`src/hw/rtl/sast_pkg.sv`:
```
// Shared types and constants for the segment/box slab test pipeline.
package sast_pkg;

  localparam int WORD   = 32;
  localparam int DIFF_W = WORD + 1;
  localparam int AXES   = 3;
  localparam int LANES  = 2 * AXES;
  localparam int QBITS  = 32;
  localparam int T_W    = WORD + 2;

  // One division in flight: partial remainder, dividend bits still to shift
  // in, quotient so far, divisor magnitude, result sign, overflow.
  typedef struct packed {
    logic [WORD-1:0] rem;
    logic [WORD-1:0] num;
    logic [QBITS-1:0] quo;
    logic [WORD-1:0] den;
    logic            neg;
    logic            ovf;
  } lane_t;

  typedef struct packed {
    lane_t [LANES-1:0] lane;
    logic [AXES-1:0]   dz;
    logic [AXES-1:0]   ins;
  } item_t;

endpackage

```
`src/hw/rtl/sast_resolve.sv`:
```
// Saturation, per-axis sort, entry/exit reduction and hit decision.
module sast_resolve import sast_pkg::*; #(
  parameter int FRAC_BITS = 16
) (
  input  logic  clk,
  input  logic  rst,
  input  logic  en,
  input  logic  in_vld,
  input  item_t in_item,
  output logic  out_vld,
  output logic  hit
);

  localparam logic signed [T_W-1:0] ONE     = T_W'(1) << FRAC_BITS;
  localparam logic signed [T_W-1:0] NEG_INF = {2'b10, {(T_W-2){1'b0}}};
  localparam logic signed [T_W-1:0] POS_INF = {2'b01, {(T_W-2){1'b1}}};

  logic [2:0] vld;
  logic signed [WORD-1:0] t1 [LANES];
  logic [AXES-1:0] dz1, ins1;
  logic signed [T_W-1:0] ent2 [AXES];
  logic signed [T_W-1:0] ext2 [AXES];
  logic ok2, ok3;
  logic signed [T_W-1:0] near3, far3;

  logic signed [WORD-1:0] t_next [LANES];
  always_comb begin
    for (int l = 0; l < LANES; l++) begin
      if (in_item.lane[l].neg) begin
        if (in_item.lane[l].ovf || in_item.lane[l].quo > 32'h8000_0000)
          t_next[l] = 32'sh8000_0000;
        else
          t_next[l] = -$signed(in_item.lane[l].quo);
      end else begin
        if (in_item.lane[l].ovf || in_item.lane[l].quo[QBITS-1])
          t_next[l] = 32'sh7fff_ffff;
        else
          t_next[l] = $signed(in_item.lane[l].quo);
      end
    end
  end

  logic signed [T_W-1:0] ent_next [AXES];
  logic signed [T_W-1:0] ext_next [AXES];
  always_comb begin
    logic signed [T_W-1:0] a, b;
    for (int x = 0; x < AXES; x++) begin
      a = T_W'(t1[2*x]);
      b = T_W'(t1[2*x+1]);
      if (dz1[x]) begin
        ent_next[x] = NEG_INF;
        ext_next[x] = POS_INF;
      end else if (a < b) begin
        ent_next[x] = a;
        ext_next[x] = b;
      end else begin
        ent_next[x] = b;
        ext_next[x] = a;
      end
    end
  end

  logic signed [T_W-1:0] near_next, far_next;
  always_comb begin
    near_next = ent2[0];
    far_next  = ext2[0];
    for (int x = 1; x < AXES; x++) begin
      if (ent2[x] > near_next) near_next = ent2[x];
      if (ext2[x] < far_next)  far_next  = ext2[x];
    end
  end

  logic hit_next;
  always_comb begin
    hit_next = ok3;
    if ((near3 < 0 && far3 < 0) || (near3 > ONE && far3 > ONE)) hit_next = 1'b0;
    if (!(near3 < far3)) hit_next = 1'b0;
  end

  always_ff @(posedge clk) begin
    if (rst) begin
      vld     <= '0;
      out_vld <= 1'b0;
    end else if (en) begin
      vld     <= {vld[1:0], in_vld};
      out_vld <= vld[2];
    end
  end

  always_ff @(posedge clk) begin
    if (en) begin
      t1    <= t_next;
      dz1   <= in_item.dz;
      ins1  <= in_item.ins;
      ent2  <= ent_next;
      ext2  <= ext_next;
      ok2   <= &(~dz1 | ins1);
      near3 <= near_next;
      far3  <= far_next;
      ok3   <= ok2;
      hit   <= hit_next;
    end
  end

endmodule

```
`config.mk`:
```
export PLATFORM = sky130hd
export DESIGN_NAME = sast_resolve
export DESIGN_NICKNAME = d
export VERILOG_FILES = /design/src/hw/rtl/sast_pkg.sv /design/src/hw/rtl/sast_resolve.sv
export SDC_FILE = /design/constraint.sdc
export NUM_CORES = 1
export LEC_CHECK = 0
export BUFFER_PORTS_ARGS = -buffer_cell sky130_fd_sc_hd__buf_2
export CAP_MARGIN = 15
export CORE_AREA = 2 2 308 310
export CTS_CLUSTER_DIAMETER = 120
export DETAILED_ROUTE_END_ITERATION = 6
export DIE_AREA = 0 0 310 312
export GPL_TIMING_DRIVEN = 0
export PLACE_DENSITY = 0.66
export SLEW_MARGIN = 10
export SYNTH_ARGS = -nofsm -noshare
export SYNTH_HDL_FRONTEND = slang
export SYNTH_SLANG_ARGS = --single-unit
```
`constraint.sdc`:
```
create_clock -name clk -period 6.7 [get_ports clk]
set_input_delay 0.335 -clock clk [delete_from_list [all_inputs] [get_ports clk]]
set_output_delay 0.335 -clock clk [all_outputs]
set_load 0.1 [all_outputs]
```
==> flow_metrics.tcl <==
set metrics [dict create \
    overflow 0 \
    drtIter0Drc 2657 \
    ios 792 \
    synth_commonest_cells "edfxtp_1 (465), nand2_1 (347), inv_1 (327), mux2i_1 (327), nor2_1 (319)" \
    min-delay-start "in_item[326]" \
    peakVddDrop_uv 179 \
    drive_above_1_share_pct 9.95 \
    cp_max_fo 10 \
    synth_cell_types 84 \
    ys.flop_type "edfxtp_1" \
    cts-htree-levels 2 \
    dieArea_um2 96700 \
    worstSkewPairLatency_ns 0.61 \
    antenna_found_initial 36 \
    worstPathRequired_ns 7.00 \
    syn_nets 4394 \
    finalHoldViolCount 0 \
    fin_nets 4659 \
    maxCapViolCount 0 \
    finalCritPeriodShare_pct 96.4 \
    stdcell_count 4912 \
    min_to "t1[122]$_DFFE_PP_" \
    cts.path.max_buffers 3 \
    core-area_um2 93000 \
    syn-cell-area_um2 32500 \
    worst_setup_path_start_kind "register" \
    hold_path.class "in -> reg" \
    grt_start_max_net_pins 118 \
    status "complete, no violations" \
    rows 112 \
    setup_tns_ns 0 \
    synth-seq-cells 469 \
    r2r-end "near3[13]$_DFFE_PP_" \
    power.leakage_nw 15.7 \
    synth_edf_count 465 \
    fp.dieH_um 312 \
    routedWlPerCell_um 20.8 \
    grt_pass1_wl_mm 151 \
    dr.pass1.iters 6 \
    drc 0 \
    synth_area_leader_cell "edfxtp_1" \
    async_reset_ff_share_pct 0 \
    num_vias 27000 \
    grt_usage_pct 20.6 \
    ff2ff_setup_slack_ns 0.24 \
    grt_pass1_vias 24400 \
    viasPerCell 5.50 \
    fillers 9202 \
    dp.cells 4803 \
    worst_pin_slew_ns 1.11 \
    reg2reg_depth 19 \
    rr_startpoint "ent2[59]$_SDFFCE_PP0P_" \
    drv_slew 0 \
    dp_hpwl_mm 82.5 \
    ys_warn_count 0 \
    whs_path_depth 2 \
    critPathKind "reg -> reg" \
    cts-root-buf "clkbuf_16" \
    max_freq_mhz 155 \
    arrival_ns 6.76 \
    yosysSeqAreaShare_pct 43.3 \
    numCtsBuffers 48 \
    clock-sinks 469 \
    postRouteAntennaNets 0 \
    ys_top_cells_by_area "edfxtp_1 (43%), ha_1 (10%), mux2i_1 (10%)" \
    fp.dieW_um 310 \
    start_util_pct 34.9 \
    io_buffers 203 \
    worst_setup_path_end_kind "register" \
    power_density_nw_per_um2 260 \
    setup_violations 0 \
    cts_tree "built" \
    syn_area_per_cell_um2 9.72 \
    rsz0062_at_grt "no" \
    clkTransAtPathRegs_ns 0.06 \
    finalCriticalPeriod_ns 6.46 \
    synth.top_cell.area_share_pct 43.0 \
    areaGrowthSynthToFinish_pct 13.5 \
    synthCells 3342 \
    slew_headroom_pct 24.8 \
    routed_wl_mm 102 \
    skew_ns 0.0250 \
    synthMostInstantiatedCell "edfxtp_1" \
    gp_congestion 0.935 \
]
==> what timing repair did <==
| action | CTS | global route |
|---|---|---|
| resized for setup | 0 | 4 |
| setup endpoints to repair | 0 | 30 |
| endpoints found under the hold margin | 10 | 0 |
| setup buffers | 0 | 0 |
| hold buffers | 8 | 0 |
==> how the worst max path moves through the flow <==
stage / from / to / slack (ns) / cells after the start
floorplan: ent2[59]$_SDFFCE_PP0P_ / near3[10]$_DFFE_PP_ / 1.69 / 18
global placement: en / vld[2]$_SDFFE_PP0P_ / -1.66 / 4
detailed placement: ent2[59]$_SDFFCE_PP0P_ / near3[13]$_DFFE_PP_ / 0.27 / 19
CTS: ent2[59]$_SDFFCE_PP0P_ / near3[13]$_DFFE_PP_ / 0.25 / 19
global route: ent2[59]$_SDFFCE_PP0P_ / near3[14]$_DFFE_PP_ / 0.02 / 19
finish: ent2[59]$_SDFFCE_PP0P_ / near3[13]$_DFFE_PP_ / 0.24 / 19
==> critical path, stage by stage, from the launching register on <==
cell and delay [ns]:
edfxtp_1 0.52, ha_1 0.37, nand3_1 0.11, or3_1 0.40, or3_1 0.45, a211o_1 0.31, a311o_1 0.28, o211ai_2 0.15
buf_2 0.40, mux2i_1 0.58, ha_1 0.22, and4_1 0.22, nand4_1 0.16, nor2_1 0.18, a2111oi_1 0.09, nor4_1 0.25
nor4_1 0.07, nor2_1 0.57, buf_1 0.62, mux2i_1 0.20
==> cells in the final DEF (no fill, tap or decap), types with 22 or more instances in the layout <==
cell type	Yosys	routed
buf_2	18	220
nand2b_1	88	88
or4_1	22	22
nor2_1	319	319
ha_1	262	262
nand4_1	54	54
inv_1	327	327
clkbuf_16	0	49
mux2i_1	327	327
a21oi_1	118	118
edfxtp_1	465	465
o21ai_0	149	149
nand2_1	347	347
nor4_1	43	43
a21o_1	52	52
clkbuf_1	119	123
nand3_1	49	49
or3_1	51	51
o41ai_1	40	40
nor3_1	97	97
o311ai_0	109	109
==> flip-flops by register name, indices dropped and copies added, names as in the netlist <==
| register | cells |
|---|---|
| dz1 | 3 |
| ok3 | 1 |
| t1 | 192 |
| vld | 3 |
| ok2 | 1 |
| ins1 | 3 |
| out_vld | 1 |
| ext2 | 99 |
| near3 | 33 |
| hit | 1 |
| far3 | 33 |
| ent2 | 99 |
==> final cells by class <==
class,instances,area [µm²],share of cell area [%]
diodes,11,27.5,0.0747
inverters,329,1230,3.35
well taps,1254,1570,4.26
plain buffers,160,662,1.80
multi-input cells,2384,16500,44.9
clock inverters,35,315,0.856
repair buffers,215,1220,3.30
flip-flops and latches,469,14000,38.1
clock buffers,55,1250,3.39
==> power breakdown <==
group	leakage, nW	internal [mW]	total [mW]	switching (mW)
registers	4.58	3.76	4.15	0.387
logic	10.4	1.12	2.74	1.62
clock network	0.736	1.48	2.70	1.22
==> metrics by stage <==
stage               hold WS (ns)  worst slack (ns)  util [%]  total power [mW]  cell area [µm²]
detailed placement         0.406             0.268      37.8              6.89            35200
global placement           0.403             -1.66      37.7              6.87            35100
CTS                       0.0495             0.251      39.6              9.60            36800
global route              0.0700            0.0157      39.6              10.0            36800
finish                    0.0816             0.240      39.6              9.58            36800
floorplan                  0.400              1.69         -              5.85            32500
==> routing by layer <==
metal	global-route usage, %	vias to the layer above	share of wire [%]
li1	-	12900	-
met1	29.8	12800	45
met2	31.3	1141	44
met3	3.40	168	7.9
met4	6.34	18	3.1
met5	0	-	0.12
==> cells by family after synthesis <==
group	Yosys count	synth area share, %
compound gates	615	13.0
xor+xnor	5	0.135
fa+ha+maj	262	10.1
buf+inv	489	5.84
flops	469	43.3
mux	331	10.2
simple gates	1171	17.4
Note: power is estimated with default switching activity, not from simulation.
