### src/hw/rtl/sast_pkg.sv
// Shared types and constants for the segment/box slab test pipeline.
package sast_pkg;

  localparam int WORD   = 32;
  localparam int DIFF_W = WORD + 1;
  localparam int AXES   = 3;
  localparam int LANES  = 2 * AXES;
  localparam int QBITS  = 32;
  localparam int T_W    = WORD + 2;

  // One division in flight: partial remainder, dividend bits still to shift
  // in, quotient so far, divisor magnitude, result sign, overflow.
  typedef struct packed {
    logic [WORD-1:0] rem;
    logic [WORD-1:0] num;
    logic [QBITS-1:0] quo;
    logic [WORD-1:0] den;
    logic            neg;
    logic            ovf;
  } lane_t;

  typedef struct packed {
    lane_t [LANES-1:0] lane;
    logic [AXES-1:0]   dz;
    logic [AXES-1:0]   ins;
  } item_t;

endpackage

### src/hw/rtl/sast_div_cell.sv
// Restoring-division cell: one quotient bit for all six lanes per en cycle.
module sast_div_cell import sast_pkg::*; (
  input  logic  clk,
  input  logic  rst,
  input  logic  en,
  input  logic  in_vld,
  input  item_t in_item,
  output logic  out_vld,
  output item_t out_item
);

  item_t nxt;

  always_comb begin
    logic [WORD:0] t;
    logic          qb;
    nxt = in_item;
    for (int l = 0; l < LANES; l++) begin
      t  = {in_item.lane[l].rem, in_item.lane[l].num[WORD-1]};
      qb = (t >= {1'b0, in_item.lane[l].den});
      if (qb) begin
        t = t - {1'b0, in_item.lane[l].den};
      end
      nxt.lane[l].rem = t[WORD-1:0];
      nxt.lane[l].num = {in_item.lane[l].num[WORD-2:0], 1'b0};
      nxt.lane[l].quo = {in_item.lane[l].quo[QBITS-2:0], qb};
    end
  end

  always_ff @(posedge clk) begin
    if (rst) begin
      out_vld <= 1'b0;
    end else if (en) begin
      out_vld <= in_vld;
    end
  end

  always_ff @(posedge clk) begin
    if (en) begin
      out_item <= nxt;
    end
  end

endmodule

### config.mk
export PLATFORM = sky130hd
export DESIGN_NAME = sast_div_cell
export DESIGN_NICKNAME = d
export VERILOG_FILES = /design/src/hw/rtl/sast_pkg.sv /design/src/hw/rtl/sast_div_cell.sv
export SDC_FILE = /design/constraint.sdc
export NUM_CORES = 1
export LEC_CHECK = 0
export BUFFER_PORTS_ARGS = -buffer_cell sky130_fd_sc_hd__buf_2
export CORE_AREA = 4 4 608 610
export CTS_CLUSTER_SIZE = 30
export DETAILED_ROUTE_END_ITERATION = 7
export DIE_AREA = 0 0 612 614
export PLACE_DENSITY = 0.34
export SYNTH_ARGS = -nofsm -noshare
export SYNTH_HDL_FRONTEND = slang
export SYNTH_SLANG_ARGS = --single-unit
### constraint.sdc
create_clock -name clk -period 2.81 [get_ports clk]
set_clock_uncertainty 0.05 [all_clocks]
set_input_delay 0.281 -clock clk [delete_from_list [all_inputs] [get_ports clk]]
set_output_delay 0.281 -clock clk [all_outputs]
set_load 0.1 [all_outputs]
==> results.md, run 1 <==
* Status: finished with violations
* Failing checks: negative hold slack
* Slowest library cell on the worst path: dlygate4sd3_1
* Crit Path Class: in2reg
* TritonCTS clock tree: yes
* Setup TNS at 0 ns
* Synth Area in XOR/XNOR at 3.59%
* Max_cap viols at 0
* Mux cell area share after synthesis at 3.20%
* Worst setup SP type: primary input
* Critical path endpoint category: register
* Slew @ Worst Pin at 0.806 ns
* Routed length per instance at 24.6 um
* First-pass GRT wire length at 351 mm
* Clock Sinks at 781
* Post-synthesis cell area at 0.0374 mm2
* CORE AREA at 0.364 mm2
* Number of top-level pins at 1577
* Area share of the largest cell type after synthesis at 62.7%
* Combinational family with the most area after synthesis: compound AO/OA/AOI/OAI gates
* Compound-Gate Fraction of Synth Area at 12.1%
* Final wirelength at 271 mm
* Initial antenna violation count at 139
* CP cell instances: buf_2, dlygate4sd3_1, inv_1, fa_1, nand2b_4, a21oi_2, o211ai_1, a21oi_2, o22ai_4, o2111a_1, or3_4, mux2_4
* Finish-stage setup viols at 0
* Worst-Skew Late Latency at 0.79 ns
* Die Ht at 614 um
* Rows at 222
* Worst Path Arrival at 3.26 ns
* GRT Util Overall at 13.6%
* Avg Vias per Cell at 3.41
* Post-Synth Adder-Cell Area at 6.75%
* Worst path max stage delay at 0.57 ns
* Static Leakage at 29.9 nW
* Die Wd at 612 um
* Pre-CTS setup slack at -1.01 ns
* Synth area leader: edfxtp_1
* Post-DRT Antenna Nets at 0
* Largest net degree at the start of global routing at 110
* Synth Instances at 2865
* Placed cell count at 9910
* Number of synthesized register bits at 781
* Die Area at 0.376 mm2
* Htree depth at 3
* FFs w/ async S/R, synth at 0%
* DR pass1 iterations at 5
* Num CTS Buffers at 112
* Max Freq at 359 MHz
* Hold WS at -0.301 ns
* Routed via count at 37600
* Prevailing post-synth register cell: edfxtp_1
* Worst Hold Class: in2reg
* Final net count at 7085
* Share of cells above drive strength 1 at 43.6%
* Worst VDD drop at 0.000531 V
* Drt initial violations at 1975
* Distinct cells, synth at 101
* YS warnings at 0
* Initial Utilization at 10.3%
* Crit Path Max Fanout at 4
* Drt drc at 0
* P per Cell Area at 679 mW/mm2
* CTS Buffer Depth at 4
* Clock slew seen by the registers of the worst setup and hold paths at 0.06 ns
* Critical path data required time at 3.28 ns
* Vias in the first global route at 39700
* Top post-synthesis cells by area: edfxtp_1, ha_1, a21oi_1, inv_1, xnor2_1
* Synth Area per Inst at 13.0 um2
* Crit share post-route at 99.2%
* Register area share after synthesis at 62.7%
* Area Growth Syn to Fin at 87.8%
* Dpl cell area at 0.0569 mm2
* Number of enable flip-flop cells after synthesis at 780
* Port buffer count at 1564
* Most frequent CP cell: a21oi_2
* Final max-slew violation count at 0
* Non-Filler Cell Area, Final at 0.0702 mm2
* Final hold vios at 2
* Final RePlAce weighted congestion at 0.889
* Setup WS post-layout at 0.0230 ns
* CTS Root Cell: clkbuf_16
* Total congestion overflow at 0
* Slew margin rel. at 46.6%
* Hpwl dp at 231 mm
* Clock period minus worst slack at 2.79 ns
* Post-Synth Simple-Gate Area at 7.90%
* Final cell count without fillers at 11000
placed cells by master (no fill, tap or decap), drive strengths merged, types with 9 or more instances in the layout:
| master | count |
|---|---|
| and2 | 19 |
| buf | 2319 |
| nand2 | 162 |
| nand4 | 28 |
| nor2b | 21 |
| diode | 39 |
| nand3 | 60 |
| o21ai | 126 |
| a21oi | 236 |
| nor4 | 14 |
| bufinv | 15 |
| or3 | 14 |
| edfxtp | 780 |
| and4 | 10 |
| nor2 | 155 |
| ha | 192 |
| nand2b | 18 |
| o31a | 9 |
| clkinvlp | 12 |
| o21a | 27 |
| o211ai | 17 |
| a211oi | 20 |
| o31ai | 17 |
| o21bai | 31 |
| a311oi | 9 |
| clkinv | 47 |
| dlygate4sd3 | 877 |
| a21o | 83 |
| clkbuf | 124 |
| mux2 | 94 |
| xnor2 | 102 |
| a21boi | 12 |
| inv | 255 |
| a31oi | 30 |
| nor3 | 39 |
| and3 | 30 |
| xor2 | 51 |
Yosys cell counts, types with 21 or more instances:
cell type,instances
mux2_1,27
edfxtp_1,780
inv_1,245
o21a_1,27
nor2b_1,21
xnor2_1,102
o21ai_0,123
a21oi_1,232
ha_1,192
nor3_1,38
clkbuf_1,47
o21bai_1,30
nand3_1,58
nor2_1,154
buf_2,24
a31oi_1,29
xor2_1,51
mux2_2,49
and3_1,30
a21o_1,83
nand2_1,161
nand4_1,28
cell families after synthesis:
family / count (synthesis)
xor gates and xnor gates: 153
muxes: 101
adders and majority gates: 198
other: 1
DFF: 781
buffers and inverters: 336
AOI/OAI and AO/OA: 696
and+or+nand+nor: 599
path summary, 6_finish.rpt:
check	startpoint	to	slack, ns	cells past startpoint
setup / recovery	in_item[754]	out_item[780]$_DFFE_PP_	0.02	12
hold / removal	in_item[626]	out_item[627]$_DFFE_PP_	-0.30	2
setup reg to reg	out_vld$_SDFFE_PP0P_	out_vld$_SDFFE_PP0P_	1.62	3
hold reg to reg	out_vld$_SDFFE_PP0P_	out_vld$_SDFFE_PP0P_	0.99	3
state kept, by name (all words and copies together), names as in the netlist:
register  count
out_item    780
out_vld       1
timing repair:
action                     4_1_cts  5_1_grt
hold buffers                   872        9
resized for setup                1      111
pin swaps                        0       24
buffers inserted                 0        8
setup endpoints to repair        2      130
cloned                           0        2
hold endpoints to repair       806       10
power by group:
group          total, mW  internal, mW  switching [mW]
clock               14.8          8.69            6.16
sequential          14.8          14.3           0.589
combinational       18.0          4.65            13.3
per-stage QoR:
stage,power (mW),utilization (%)
final,47.6,19.3
after detailed placement,31.9,15.6
after global placement,32.0,15.6
after global routing,49.6,19.2
after CTS,48.4,19.0
after floorplan,26.0,-
routing by layer:
metal  track usage (%)  routed length, um  vias to the layer above
met2              23.2             129000                     1466
met3              3.72              19400                      419
met1              16.5             112000                    18400
met5             0.400                167                        -
li1                  -                  -                    17300
met4              4.34              10300                       26
final cells by class:
class / instances / area, um2
fillers: 40200 / 294000
clock inverters: 81 / 893
well taps: 4816 / 6030
flip-flops and latches: 781 / 23400
diodes: 39 / 97.6
repair buffers: 3201 / 22800
inverters: 248 / 936
clock buffers: 121 / 2840
multi-input cells: 1753 / 13100
critical path, delay by kind of cell:
family,cells,cell delay [ns]
muxes,1,0.26
adders and majority gates,1,0.42
and+or+nand+nor,2,0.55
AOI/OAI and AO/OA,5,1.01
buffers and inverters,3,0.72
No activity file was read; power rests on OpenSTA's default activity.
==> inputs of run 2 (changes only) <==
--- a/config.mk
+++ b/config.mk
@@ -11,6 +11,7 @@
 export DETAILED_ROUTE_END_ITERATION = 7
 export DIE_AREA = 0 0 612 614
 export PLACE_DENSITY = 0.34
+export SETUP_SLACK_MARGIN = 0.2
 export SYNTH_ARGS = -nofsm -noshare
 export SYNTH_HDL_FRONTEND = slang
 export SYNTH_SLANG_ARGS = --single-unit
==> results.md, run 2 (synthesized netlist as in run 1, its figures left out) <==
* Status: finished with violations (unchanged)
* Failing checks: negative hold slack (unchanged)
* Switch Pwr at 20.0 mW (about the same)
* Max Freq at 375 MHz (was 359 MHz)
* Critical path endpoint category: register (unchanged)
* Fillers at 40200 (about the same)
* Area Growth Syn to Fin at 89.0% (was 87.8%)
* Multi-input gate area at 0.0136 mm2 (was 0.0131 mm2)
* Static Leakage at 30.1 nW (was 29.9 nW)
* Final net count at 7080 (was 7085)
* Slew margin rel. at 46.3% (was 46.6%)
* Tot Pwr at 47.6 mW (about the same)
* Worst Hold Class: in2reg (unchanged)
* Logic pwr share at 38.2% (was 37.7%)
* GRT Util Overall at 13.7% (was 13.6%)
* First-pass GRT wire length at 353 mm (was 351 mm)
* CORE AREA at 0.364 mm2 (unchanged)
* Post-DRT Antenna Nets at 0 (unchanged)
* Initial antenna violation count at 121 (was 139)
* Htree depth at 3 (unchanged)
* Max reg flops at 780 (unchanged)
* Vias in the first global route at 39800 (was 39700)
* Commonest non-fill, non-tap cell in the layout: buf_2 (unchanged)
* Slew @ Worst Pin at 0.812 ns (was 0.806 ns)
* Hpwl dp at 231 mm (about the same)
* Worst-Skew Late Latency at 0.79 ns (about the same)
* Routed length per instance at 24.8 um (was 24.6 um)
* Largest net degree at the start of global routing at 96 (was 110)
* Slowest library cell on the worst path: dlygate4sd3_1 (unchanged)
* Clock slew seen by the registers of the worst setup and hold paths at 0.06 ns (about the same)
* Crit share post-route at 94.8% (was 99.2%)
* DR pass1 iterations at 5 (unchanged)
* Initial Utilization at 10.3% (unchanged)
* Final hold vios at 4 (was 2)
* Non-Filler Cell Area, Final at 0.0706 mm2 (was 0.0702 mm2)
* Unrepaired setup endpoints after global routing: true
* Die Area at 0.376 mm2 (unchanged)
* Dpl cell area at 0.0574 mm2 (was 0.0569 mm2)
* Setup TNS at 0 ns (unchanged)
* Die Wd at 612 um (unchanged)
* Commonest non-fill, non-tap cells in the layout: buf_2, dlygate4sd3_1, edfxtp_1 (unchanged)
* CP cell instances: dlygate4sd3_1, buf_2, ha_1, a211oi_2, o21bai_1, o211ai_1, o211ai_1, a31o_2, a21bo_4, buf_12, mux2_4 (was buf_2, dlygate4sd3_1, inv_1, fa_1, nand2b_4, a21oi_2, o211ai_1, a21oi_2, o22ai_4, o2111a_1, or3_4, mux2_4)
* Rows at 222 (unchanged)
* Clock share of power at 30.7% (was 31.2%)
* Clock period minus worst slack at 2.66 ns (was 2.79 ns)
* Routed via count at 38000 (was 37600)
* P_int at 27.6 mW (about the same)
* Switching Share at 42.0% (was 42.1%)
* Final RePlAce weighted congestion at 0.869 (was 0.889)
* Number of top-level pins at 1577 (unchanged)
* Reg power frac at 31.1% (was 31.2%)
* Share of cells above drive strength 1 at 44.5% (was 43.6%)
* Crit Path Class: in2reg (unchanged)
* Biggest registers after layout: out_item (780), out_vld (1) (unchanged)
* Drt drc at 0 (unchanged)
* Avg Vias per Cell at 3.44 (was 3.41)
* Most frequent CP cell: o211ai_1 (was a21oi_2)
* Bufs and invs on worst path at 3 (unchanged)
* Die Ht at 614 um (unchanged)
* Worst setup SP type: primary input (unchanged)
* Num CTS Buffers at 110 (was 112)
* Worst VDD drop at 0.000414 V (was 0.000531 V)
* Final max-slew violation count at 0 (unchanged)
* P per Cell Area at 674 mW/mm2 (was 679 mW/mm2)
* Hold WS at -0.417 ns (was -0.301 ns)
* Critical path data required time at 3.28 ns (about the same)
* Clock Sinks at 781 (unchanged)
* Drt initial violations at 1939 (was 1975)
* Largest Register: out_item (unchanged)
* Sequential cell area at 0.0234 mm2 (unchanged)
* TritonCTS clock tree: yes (unchanged)
* Worst Path Arrival at 3.13 ns (was 3.26 ns)
* Top delay family on crit path: compound AO/OA/AOI/OAI gates (unchanged)
* Finish-stage setup viols at 0 (unchanged)
* Max_cap viols at 0 (unchanged)
* Total congestion overflow at 0 (unchanged)
* Final wirelength at 273 mm (was 271 mm)
* Port buffer count at 1564 (unchanged)
* CTS Buffer Depth at 4 (unchanged)
* CTS Root Cell: clkbuf_16 (unchanged)
* Crit Path Max Fanout at 9 (was 4)
* Worst path max stage delay at 0.55 ns (was 0.57 ns)
run 2: cell count changes in the layout (fill, tap and decap cells not counted), sizes merged:
cell and delta:
dlygate4sd3 +7, clkbuf +12, diode +2, dlymetal6s4s -1, clkinv -9, buf -14, clkinvlp -4, inv +1
run 2: layer usage:
metal | GRT usage (%) | routed length [um] | up-vias
li1 | - | - | 17300
met1 | 14.9 | 102000 | 18800
met2 | 24.8 | 139000 | 1470
met3 | 4.03 | 20000 | 380
met4 | 5.27 | 11800 | 26
met5 | 0.375 | 364 | -
run 2: path summary, 6_finish.rpt:
check,start,to,slack [ns],depth (start not counted)
setup / recovery,in_item[498],out_item[502]$_DFFE_PP_,0.15,11
hold / removal,in_item[528],out_item[528]$_DFFE_PP_,-0.42,1
setup reg to reg,out_vld$_SDFFE_PP0P_,out_vld$_SDFFE_PP0P_,1.60,3
hold reg to reg,out_vld$_SDFFE_PP0P_,out_vld$_SDFFE_PP0P_,1.03,3
run 2: layout make-up:
type	instances	area share, %
clock inverters	68	1.15
repair buffers	3197	32.3
well taps	4816	8.53
clock buffers	129	4.00
diodes	41	0.145
flip-flops and latches	781	33.2
multi-input cells	1753	19.3
repair inverters	1	0.0124
inverters	248	1.36
run 2: worst register-to-register path, stage by stage (launching register included):
cell and delay, ns:
dfxtp_1 0.32, mux2i_1 0.13, nor2_1 0.05, dlygate4sd3_1 0.55
run 2: timing repair:
item | CTS | global route
hold endpoints to repair | 802 | 18
hold buffers | 871 | 15
buffers inserted | 0 | 8
endpoints found under the setup margin | 24 | 158
gates resized for setup | 3 | 77
cloned | 0 | 7
pin swaps | 0 | 22
run 2: metrics by stage:
stage / instances / utilization, % / worst slack [ns]
floorplan: 2870 / - / 0.0354
global placement: 9896 / 15.8 / -0.900
detailed placement: 9896 / 15.8 / -0.906
CTS: 11000 / 19.2 / 0.204
global route: 11000 / 19.4 / 0.152
finish: 11000 / 19.4 / 0.145
run 2: power groups by stage:
| stage | Sequential, mW | Combinational (mW) | Clock, mW |
|---|---|---|---|
| CTS | 14.9 | 18.2 | 15.2 |
| global placement | 15.1 | 17.1 | 0 |
| floorplan | 23.1 | 3.15 | 0 |
| global route | 14.9 | 18.9 | 15.6 |
| finish | 14.8 | 18.2 | 14.6 |
| detailed placement | 15.1 | 17.0 | 0 |
